<file path="src/hw/rtl/ims_pkg.sv">
package ims_pkg;

  // transaction opcodes
  typedef enum logic [1:0] {
    OP_START   = 2'd0,
    OP_STATUS  = 2'd1,
    OP_TIMEOUT = 2'd2
  } op_e;

  // commands to the bus controller
  typedef enum logic [2:0] {
    CMD_NONE    = 3'd0,
    CMD_SI      = 3'd1,
    CMD_STA_SI  = 3'd2,
    CMD_STO_SI  = 3'd3,
    CMD_STA_STO = 3'd4,
    CMD_STA     = 3'd5,
    CMD_CLR_TO  = 3'd6
  } cmd_e;

  // configuration register indexes
  typedef enum logic [2:0] {
    CFG_SLAVE_ADDR = 3'd0,
    CFG_TX_LEN     = 3'd1,
    CFG_READ_MODE  = 3'd2,
    CFG_TX_BYTE0   = 3'd3,
    CFG_TX_BYTE1   = 3'd4,
    CFG_TX_BYTE2   = 3'd5
  } cfg_idx_e;

  localparam int unsigned CfgIdxW  = 3;
  localparam int unsigned CfgDataW = 8;

  // controller status codes
  localparam logic [7:0] ST_START    = 8'h08;
  localparam logic [7:0] ST_RSTART   = 8'h10;
  localparam logic [7:0] ST_SLAW_ACK = 8'h18;
  localparam logic [7:0] ST_SLAW_NAK = 8'h20;
  localparam logic [7:0] ST_DATA_ACK = 8'h28;
  localparam logic [7:0] ST_SLAR_ACK = 8'h40;
  localparam logic [7:0] ST_DATA_NAK = 8'h58;
  localparam logic [7:0] RD_BIT      = 8'h01;

  typedef struct packed {
    logic [1:0] op;
    logic [7:0] status;
    logic [7:0] bus_byte;
  } in_item_t;

  typedef struct packed {
    logic       load_data;
    logic [7:0] data_byte;
    cmd_e       command;
    logic       done_res;
    logic [7:0] rx_data;
    logic       unhandled;
  } out_item_t;

  typedef struct packed {
    logic [6:0] slave_addr;
    logic [1:0] tx_len;
    logic       read_mode;
    logic [7:0] tx_byte0;
    logic [7:0] tx_byte1;
    logic [7:0] tx_byte2;
  } cfg_t;

  typedef struct packed {
    logic [1:0] byte_index;
    logic       finished;
    logic [7:0] read_hold;
  } seq_state_t;

endpackage

</file>
<file path="src/hw/rtl/i2c_master_status_sequencer.sv">
// a transaction accepted into the input register is decoded into the result register
// throughput: one transaction per cycle while the output is not stalled, set by the
// single decode pass between the input register and the result register
// reset (rst_ni low, asynchronous): byte index, done flag and captured byte
// clear, tx_len returns to one, other configuration registers to zero, both stages empty
module i2c_master_status_sequencer (
  input  logic                          clk_i,
  input  logic                          rst_ni,
  input  logic                          in_valid_i,
  output logic                          in_ready_o,
  input  ims_pkg::in_item_t             in_data_i,
  output logic                          out_valid_o,
  input  logic                          out_ready_i,
  output ims_pkg::out_item_t            out_data_o,
  input  logic                          cfg_we_i,
  input  logic [ims_pkg::CfgIdxW-1:0]   cfg_idx_i,
  input  logic [ims_pkg::CfgDataW-1:0]  cfg_wdata_i
);

  ims_pkg::cfg_t       cfg;
  ims_pkg::seq_state_t state_q, state_d;
  ims_pkg::in_item_t   in_q;
  ims_pkg::out_item_t  out_q, out_d;
  logic                in_valid_q;
  logic                out_valid_q;
  logic                advance;

  // configuration registers
  ims_cfg u_cfg (
    .clk_i       (clk_i),
    .rst_ni      (rst_ni),
    .cfg_we_i    (cfg_we_i),
    .cfg_idx_i   (cfg_idx_i),
    .cfg_wdata_i (cfg_wdata_i),
    .cfg_o       (cfg)
  );

  // status decode: one pass from the held transaction and the current state
  ims_step u_step (
    .cfg_i    (cfg),
    .state_i  (state_q),
    .item_i   (in_q),
    .state_o  (state_d),
    .result_o (out_d)
  );

  // the held transaction moves on when the result register is free or drains
  assign advance    = in_valid_q && (!out_valid_q || out_ready_i);
  assign in_ready_o = !in_valid_q || advance;

  // input register
  always_ff @(posedge clk_i or negedge rst_ni) begin
    if (!rst_ni) begin
      in_valid_q <= 1'b0;
    end else if (in_ready_o) begin
      in_valid_q <= in_valid_i;
    end
  end

  always_ff @(posedge clk_i) begin
    if (in_valid_i && in_ready_o) begin
      in_q <= in_data_i;
    end
  end

  // sequencer state follows each transaction as it leaves the decode pass
  always_ff @(posedge clk_i or negedge rst_ni) begin
    if (!rst_ni) begin
      state_q <= '0;
    end else if (advance) begin
      state_q <= state_d;
    end
  end

  // result register
  always_ff @(posedge clk_i or negedge rst_ni) begin
    if (!rst_ni) begin
      out_valid_q <= 1'b0;
    end else if (advance) begin
      out_valid_q <= 1'b1;
    end else if (out_ready_i) begin
      out_valid_q <= 1'b0;
    end
  end

  always_ff @(posedge clk_i) begin
    if (advance) begin
      out_q <= out_d;
    end
  end

  assign out_valid_o = out_valid_q;
  assign out_data_o  = out_q;

  // a result without a load carries a zero byte
  a_no_load_zero: assert property (@(posedge clk_i) disable iff (!rst_ni)
    out_valid_o && !out_data_o.load_data |-> out_data_o.data_byte == 8'd0)
    else $error("data byte set without load");

  // an unknown status never issues a command
  a_unh_no_cmd: assert property (@(posedge clk_i) disable iff (!rst_ni)
    out_valid_o && out_data_o.unhandled |-> out_data_o.command == ims_pkg::CMD_NONE)
    else $error("unhandled status with command");

  // a start transaction clears the done flag and byte index
  a_start_clears: assert property (@(posedge clk_i) disable iff (!rst_ni)
    advance && in_q.op == ims_pkg::OP_START |=> !state_q.finished && state_q.byte_index == 2'd0)
    else $error("start did not clear sequencer state");

  // input stalls only while a transaction is held
  a_stall_held: assert property (@(posedge clk_i) disable iff (!rst_ni)
    !in_ready_o |-> in_valid_q && out_valid_q)
    else $error("input stalled with free stage");

  // the done flag of a delivered result matches the sequencer state
  a_done_tracks: assert property (@(posedge clk_i) disable iff (!rst_ni)
    advance |=> out_data_o.done_res == state_q.finished)
    else $error("done flag out of step with state");

endmodule

</file>
<file path="src/hw/rtl/ims_cfg.sv">
module ims_cfg (
  input  logic                          clk_i,
  input  logic                          rst_ni,
  input  logic                          cfg_we_i,
  input  logic [ims_pkg::CfgIdxW-1:0]   cfg_idx_i,
  input  logic [ims_pkg::CfgDataW-1:0]  cfg_wdata_i,
  output ims_pkg::cfg_t                 cfg_o
);

  ims_pkg::cfg_t cfg_q, cfg_d;

  always_comb begin
    cfg_d = cfg_q;
    if (cfg_we_i) begin
      unique case (cfg_idx_i)
        ims_pkg::CFG_SLAVE_ADDR: cfg_d.slave_addr = cfg_wdata_i[6:0];
        ims_pkg::CFG_TX_LEN:     cfg_d.tx_len     = cfg_wdata_i[1:0];
        ims_pkg::CFG_READ_MODE:  cfg_d.read_mode  = cfg_wdata_i[0];
        ims_pkg::CFG_TX_BYTE0:   cfg_d.tx_byte0   = cfg_wdata_i;
        ims_pkg::CFG_TX_BYTE1:   cfg_d.tx_byte1   = cfg_wdata_i;
        ims_pkg::CFG_TX_BYTE2:   cfg_d.tx_byte2   = cfg_wdata_i;
        default: ;
      endcase
    end
  end

  always_ff @(posedge clk_i or negedge rst_ni) begin
    if (!rst_ni) begin
      cfg_q.slave_addr <= 7'd0;
      cfg_q.tx_len     <= 2'd1;
      cfg_q.read_mode  <= 1'b0;
      cfg_q.tx_byte0   <= 8'd0;
      cfg_q.tx_byte1   <= 8'd0;
      cfg_q.tx_byte2   <= 8'd0;
    end else begin
      cfg_q <= cfg_d;
    end
  end

  assign cfg_o = cfg_q;

endmodule

</file>
<file path="src/hw/rtl/ims_step.sv">
module ims_step (
  input  ims_pkg::cfg_t       cfg_i,
  input  ims_pkg::seq_state_t state_i,
  input  ims_pkg::in_item_t   item_i,
  output ims_pkg::seq_state_t state_o,
  output ims_pkg::out_item_t  result_o
);

  logic [7:0] addr_w;
  logic [7:0] payload;
  logic       load;
  logic [7:0] dbyte;
  logic       unh;
  ims_pkg::cmd_e cmd;

  assign addr_w = {cfg_i.slave_addr, 1'b0};

  // payload slot three does not exist and sends zero
  always_comb begin
    unique case (state_i.byte_index)
      2'd0:    payload = cfg_i.tx_byte0;
      2'd1:    payload = cfg_i.tx_byte1;
      2'd2:    payload = cfg_i.tx_byte2;
      default: payload = 8'd0;
    endcase
  end

  always_comb begin
    state_o = state_i;
    load    = 1'b0;
    dbyte   = 8'd0;
    cmd     = ims_pkg::CMD_NONE;
    unh     = 1'b0;
    unique case (item_i.op)
      ims_pkg::OP_START: begin
        state_o.byte_index = 2'd0;
        state_o.finished   = 1'b0;
        cmd                = ims_pkg::CMD_STA;
      end
      ims_pkg::OP_TIMEOUT: cmd = ims_pkg::CMD_CLR_TO;
      ims_pkg::OP_STATUS: begin
        priority if (item_i.status == ims_pkg::ST_START) begin
          load  = 1'b1;
          dbyte = addr_w;
          cmd   = ims_pkg::CMD_SI;
        end else if (item_i.status == ims_pkg::ST_SLAW_ACK) begin
          load               = 1'b1;
          dbyte              = payload;
          cmd                = ims_pkg::CMD_SI;
          state_o.byte_index = state_i.byte_index + 2'd1;
        end else if (item_i.status == ims_pkg::ST_SLAW_NAK) begin
          cmd = ims_pkg::CMD_STA_STO;
        end else if (item_i.status == ims_pkg::ST_DATA_ACK) begin
          priority if (state_i.byte_index != cfg_i.tx_len) begin
            load               = 1'b1;
            dbyte              = payload;
            cmd                = ims_pkg::CMD_SI;
            state_o.byte_index = state_i.byte_index + 2'd1;
          end else if (cfg_i.read_mode) begin
            cmd = ims_pkg::CMD_STA_SI;
          end else begin
            cmd              = ims_pkg::CMD_STO_SI;
            state_o.finished = 1'b1;
          end
        end else if (cfg_i.read_mode && item_i.status == ims_pkg::ST_RSTART) begin
          load  = 1'b1;
          dbyte = addr_w | ims_pkg::RD_BIT;
          cmd   = ims_pkg::CMD_SI;
        end else if (cfg_i.read_mode && item_i.status == ims_pkg::ST_SLAR_ACK) begin
          cmd = ims_pkg::CMD_SI;
        end else if (cfg_i.read_mode && item_i.status == ims_pkg::ST_DATA_NAK) begin
          state_o.read_hold = item_i.bus_byte;
          state_o.finished  = 1'b1;
          cmd               = ims_pkg::CMD_STO_SI;
        end else begin
          unh = 1'b1;
        end
      end
      default: ;
    endcase
  end

  assign result_o.load_data = load;
  assign result_o.data_byte = dbyte;
  assign result_o.command   = cmd;
  assign result_o.done_res  = state_o.finished;
  assign result_o.rx_data   = state_o.read_hold;
  assign result_o.unhandled = unh;

endmodule

</file>
<file path="config.mk">
export PLATFORM = sky130hd
export DESIGN_NAME = i2c_master_status_sequencer
export DESIGN_NICKNAME = d
export VERILOG_FILES = /design/src/hw/rtl/ims_pkg.sv /design/src/hw/rtl/i2c_master_status_sequencer.sv /design/src/hw/rtl/ims_cfg.sv /design/src/hw/rtl/ims_step.sv
export SDC_FILE = /design/constraint.sdc
export NUM_CORES = 1
export LEC_CHECK = 0
export ABC_AREA = 1
export BUFFER_PORTS_ARGS = -buffer_cell sky130_fd_sc_hd__buf_2
export CAP_MARGIN = 25
export CORE_MARGIN = 2
export CORE_UTILIZATION = 40
export DETAILED_ROUTE_END_ITERATION = 16
export PLACE_DENSITY_LB_ADDON = 0.05
export SLEW_MARGIN = 20
export SYNTH_ARGS = -nofsm -noshare
export SYNTH_HDL_FRONTEND = slang
export SYNTH_SLANG_ARGS = --single-unit
</file>
<file path="constraint.sdc">
create_clock -name clk_i -period 2.15 [get_ports clk_i]
set_input_delay 0.3225 -clock clk_i [delete_from_list [all_inputs] [get_ports clk_i]]
set_output_delay 0.3225 -clock clk_i [all_outputs]
set_load 0.01 [all_outputs]
</file>
==> results.py <==
metrics = {
    "cts": {
        "cts_made_buffers": 9,
        "path_clk_slew_ns": 0.09,
        "worstSkewPairLatency_ns": 0.34,
        "htreeDepth": 3,
        "post_cts.resized_instances": 0,
        "cts_tree": "yes",
        "clk_path_buf_depth": 2,
        "ctsHoldBuffers": 0,
        "postCtsSetupRepairBufs": 0,
        "cts.sinks": 87,
        "cts_root_buffer": "clkbuf_8",
    },
    "drt": {
        "via_per_inst": 4.676,
        "num_vias": 3058,
        "postRouteAntennaNets": 0,
        "drt_first_pass_iters": 4,
        "drt_iter0_markers": 147,
        "drc": 0,
        "wl_per_cell_um": 13.24,
        "wl_um": 8662,
    },
    "yosys": {
        "yosys.area_share.simple": 0.2885,
        "synthAdderAreaFrac": 0.01256,
        "syn_inst": 453,
        "synth_top_family_by_area": "simple AND/OR/NAND/NOR gates",
        "ys.warnings.count": 0,
        "syn-num-nets": 491,
        "synthesis.area_um2": 3985,
        "synth.distinct_cells": 25,
        "synth.avg_cell_area_um2": 8.797,
        "synth-seq-area-share": 0.5969,
        "synth_compound_area_frac": 0.05651,
        "synth_xor_area_frac": 0,
        "synth_seq_cells": 87,
        "synth_mux_area_frac": 0,
    },
    "timing": {
        "hold_viol_final": 0,
        "clock_skew_ns": 0.009052,
        "fmax_ghz": 0.5891,
        "fin_crit_ns": 1.697,
        "worst_slack_ns": 0.4526,
        "worstMarginPinSlew_ns": 0.6123,
        "rsz0062_at_grt": "false",
        "relSlewSlack": 0.5918,
        "setup_viol": 0,
        "period_share": 0.7895,
        "tns_ns": 0,
        "finalMaxSlewViolations": 0,
    },
    "critical_path": {
        "startpoint_type": "flip-flop",
        "worstPathCellList": "inv_1, nand2_1, nor2_4, nand2_1, nand2_1, inv_2, nand4_1, nand2_1",
        "cp-end-kind": "flip-flop",
        "worstPathArrival_ns": 1.80,
        "crit_fanout": 12,
        "reg2reg_to": "out_data_o[19]$_SDFFCE_PN0P_",
        "path_common_cell": "nand2_1",
        "rr_worst_depth": 8,
        "reg2reg_from": "in_q[10]$_DFFE_PP_",
        "crit_type": "reg2reg",
        "required_ns": 2.25,
        "critPathBufInv": 2,
        "crit_family": "simple AND/OR/NAND/NOR gates",
        "critPathSlowestCell": "edfxtp_1",
        "max_stage_delay_ns": 0.41,
        "r2r_slack_ns": 0.45,
    },
    "flow_run": {
        "drv_cap": 0,
    },
    "pwr": {
        "p_int_mw": 2.866,
        "p_leak_nw": 2.298,
        "vdd_drop_max_v": 0.0003460,
        "p_comb_frac": 0.151,
        "p_clk_frac": 0.316,
        "p_seq_frac": 0.533,
        "swShare": 0.2773,
        "p_per_area_nw_per_um2": 850.9,
        "p_switching_mw": 1.100,
    },
    "floorplanning": {
        "dieArea_um2": 10780,
        "rows": 36,
        "die_y_um": 103.8,
        "io_pins": 58,
        "start_util": 0.4096,
        "core-area_um2": 9729,
        "die_w_um": 103.8,
    },
    "place": {
        "place_inst": 638,
        "pre_cts_ws_ns": 0.4452,
        "place_congestion": 0.8106,
        "dpl_cell_area_um2": 4436,
        "io_buffers": 57,
        "dp_hpwl_um": 6401,
    },
    "finish": {
        "antenna_cells": 0,
        "finalNonFillerCells": 654,
        "finalInstanceArea_um2": 4661,
        "synthToLayoutAreaGrowth_pct": 16.95,
        "drive_above_1_share": 0.1881,
        "final_cell_mix": "193 x nand2_1, 57 x buf_2, 46 x dfrtp_1",
        "layout_commonest_cell": "nand2_1",
        "num-fill-cells": 986,
        "finalNetCount": 554,
    },
    "global_routing": {
        "track_usage": 0.1734,
        "overflow": 0,
        "grt_max_degree": 48,
        "grt_pass1_wl_um": 14710,
        "first_global_vias": 2995,
        "antenna_found_initial": 0,
    },
    "min_path": {
        "hold_path.class": "in2async",
    },
    "run_status": {
        "status": "complete, no violations",
    },
}
cells in the mapped netlist (all sizes together):
master	number	area (um^2)
nand2	197	754.5
dfrtp	46	1151
edfxtp	40	1201
o21ai	40	200.2
inv	35	131.4
nor2	35	180.2
nand3	30	167.7
clkbuf	9	33.78
nand4	6	37.54
a21oi	5	25.02
ha	4	50.05
buf	2	12.51
nor3	2	10.01
clkinv	1	3.750
dfstp	1	26.28
worst max-delay path by stage:
stage,start,endpoint,slack [ns],cells past startpoint
finish,in_q[10]$_DFFE_PP_,out_data_o[19]$_SDFFCE_PN0P_,0.45,8
detailed placement,in_q[10]$_DFFE_PP_,out_data_o[19]$_SDFFCE_PN0P_,0.45,8
global placement,in_q[10]$_DFFE_PP_,out_data_o[19]$_SDFFCE_PN0P_,0.47,8
global route,in_q[10]$_DFFE_PP_,out_data_o[13]$_SDFFCE_PP0P_,0.25,8
floorplan,out_valid_o$_DFFE_PN0P_,out_data_o[0]$_SDFFCE_PP0P_,0.56,3
CTS,in_q[10]$_DFFE_PP_,out_data_o[19]$_SDFFCE_PN0P_,0.43,8
per-layer routing:
metal  vias to the layer above  track usage  part of all wire  wire (um)
li1                       1589            -                 -          -
met1                      1403       0.2406              0.51       4397
met2                        58       0.2655              0.44       3854
met3                         8      0.03587             0.035        305
met4                         0      0.07239             0.012        105
met5                         -            0                 0          0
cell type report:
cell class | instances | area, um^2 | share of cell area
inverter | 36 | 135.1 | 0.02899
tap | 133 | 166.4 | 0.03570
clock buffer | 13 | 180.2 | 0.03866
clock inverter | 3 | 45.04 | 0.009664
timing repair buffer | 63 | 330.3 | 0.07087
multi-input combinational | 319 | 1425 | 0.3058
sequential | 87 | 2379 | 0.5103
metrics by stage:
| stage | hold slack (ns) | power [mW] | utilization |
|---|---|---|---|
| after detailed placement | 0.4628 | 2.755 | 0.4559 |
| after CTS | 0.07263 | 4.007 | 0.4790 |
| after floorplan | 0.02691 | 2.498 | - |
| after global placement | 0.4656 | 2.746 | 0.4559 |
| after global routing | 0.1025 | 4.196 | 0.4790 |
| final | 0.05914 | 3.966 | 0.4790 |
kinds of logic after synthesis:
logic type / count (synthesis)
and+or+nand+nor: 270
DFF: 87
buffers and inverters: 47
AOI/OAI and AO/OA: 45
adders and majority gates: 4
sequential cells by signal (all words and copies together) (netlist names):
signal and flops:
out_data_o 22, u_cfg.cfg_o 34, in_valid_q 1, state_q 11, in_q 18, out_valid_o 1
power groups by stage:
| stage | logic, mW | clock network (mW) | registers (mW) |
|---|---|---|---|
| final | 0.599 | 1.25 | 2.11 |
| after global routing | 0.695 | 1.36 | 2.14 |
| after CTS | 0.609 | 1.28 | 2.11 |
| after detailed placement | 0.608 | 0 | 2.15 |
| after global placement | 0.598 | 0 | 2.15 |
| after floorplan | 0.369 | 0 | 2.13 |
Power figures use the tool's default switching activity.
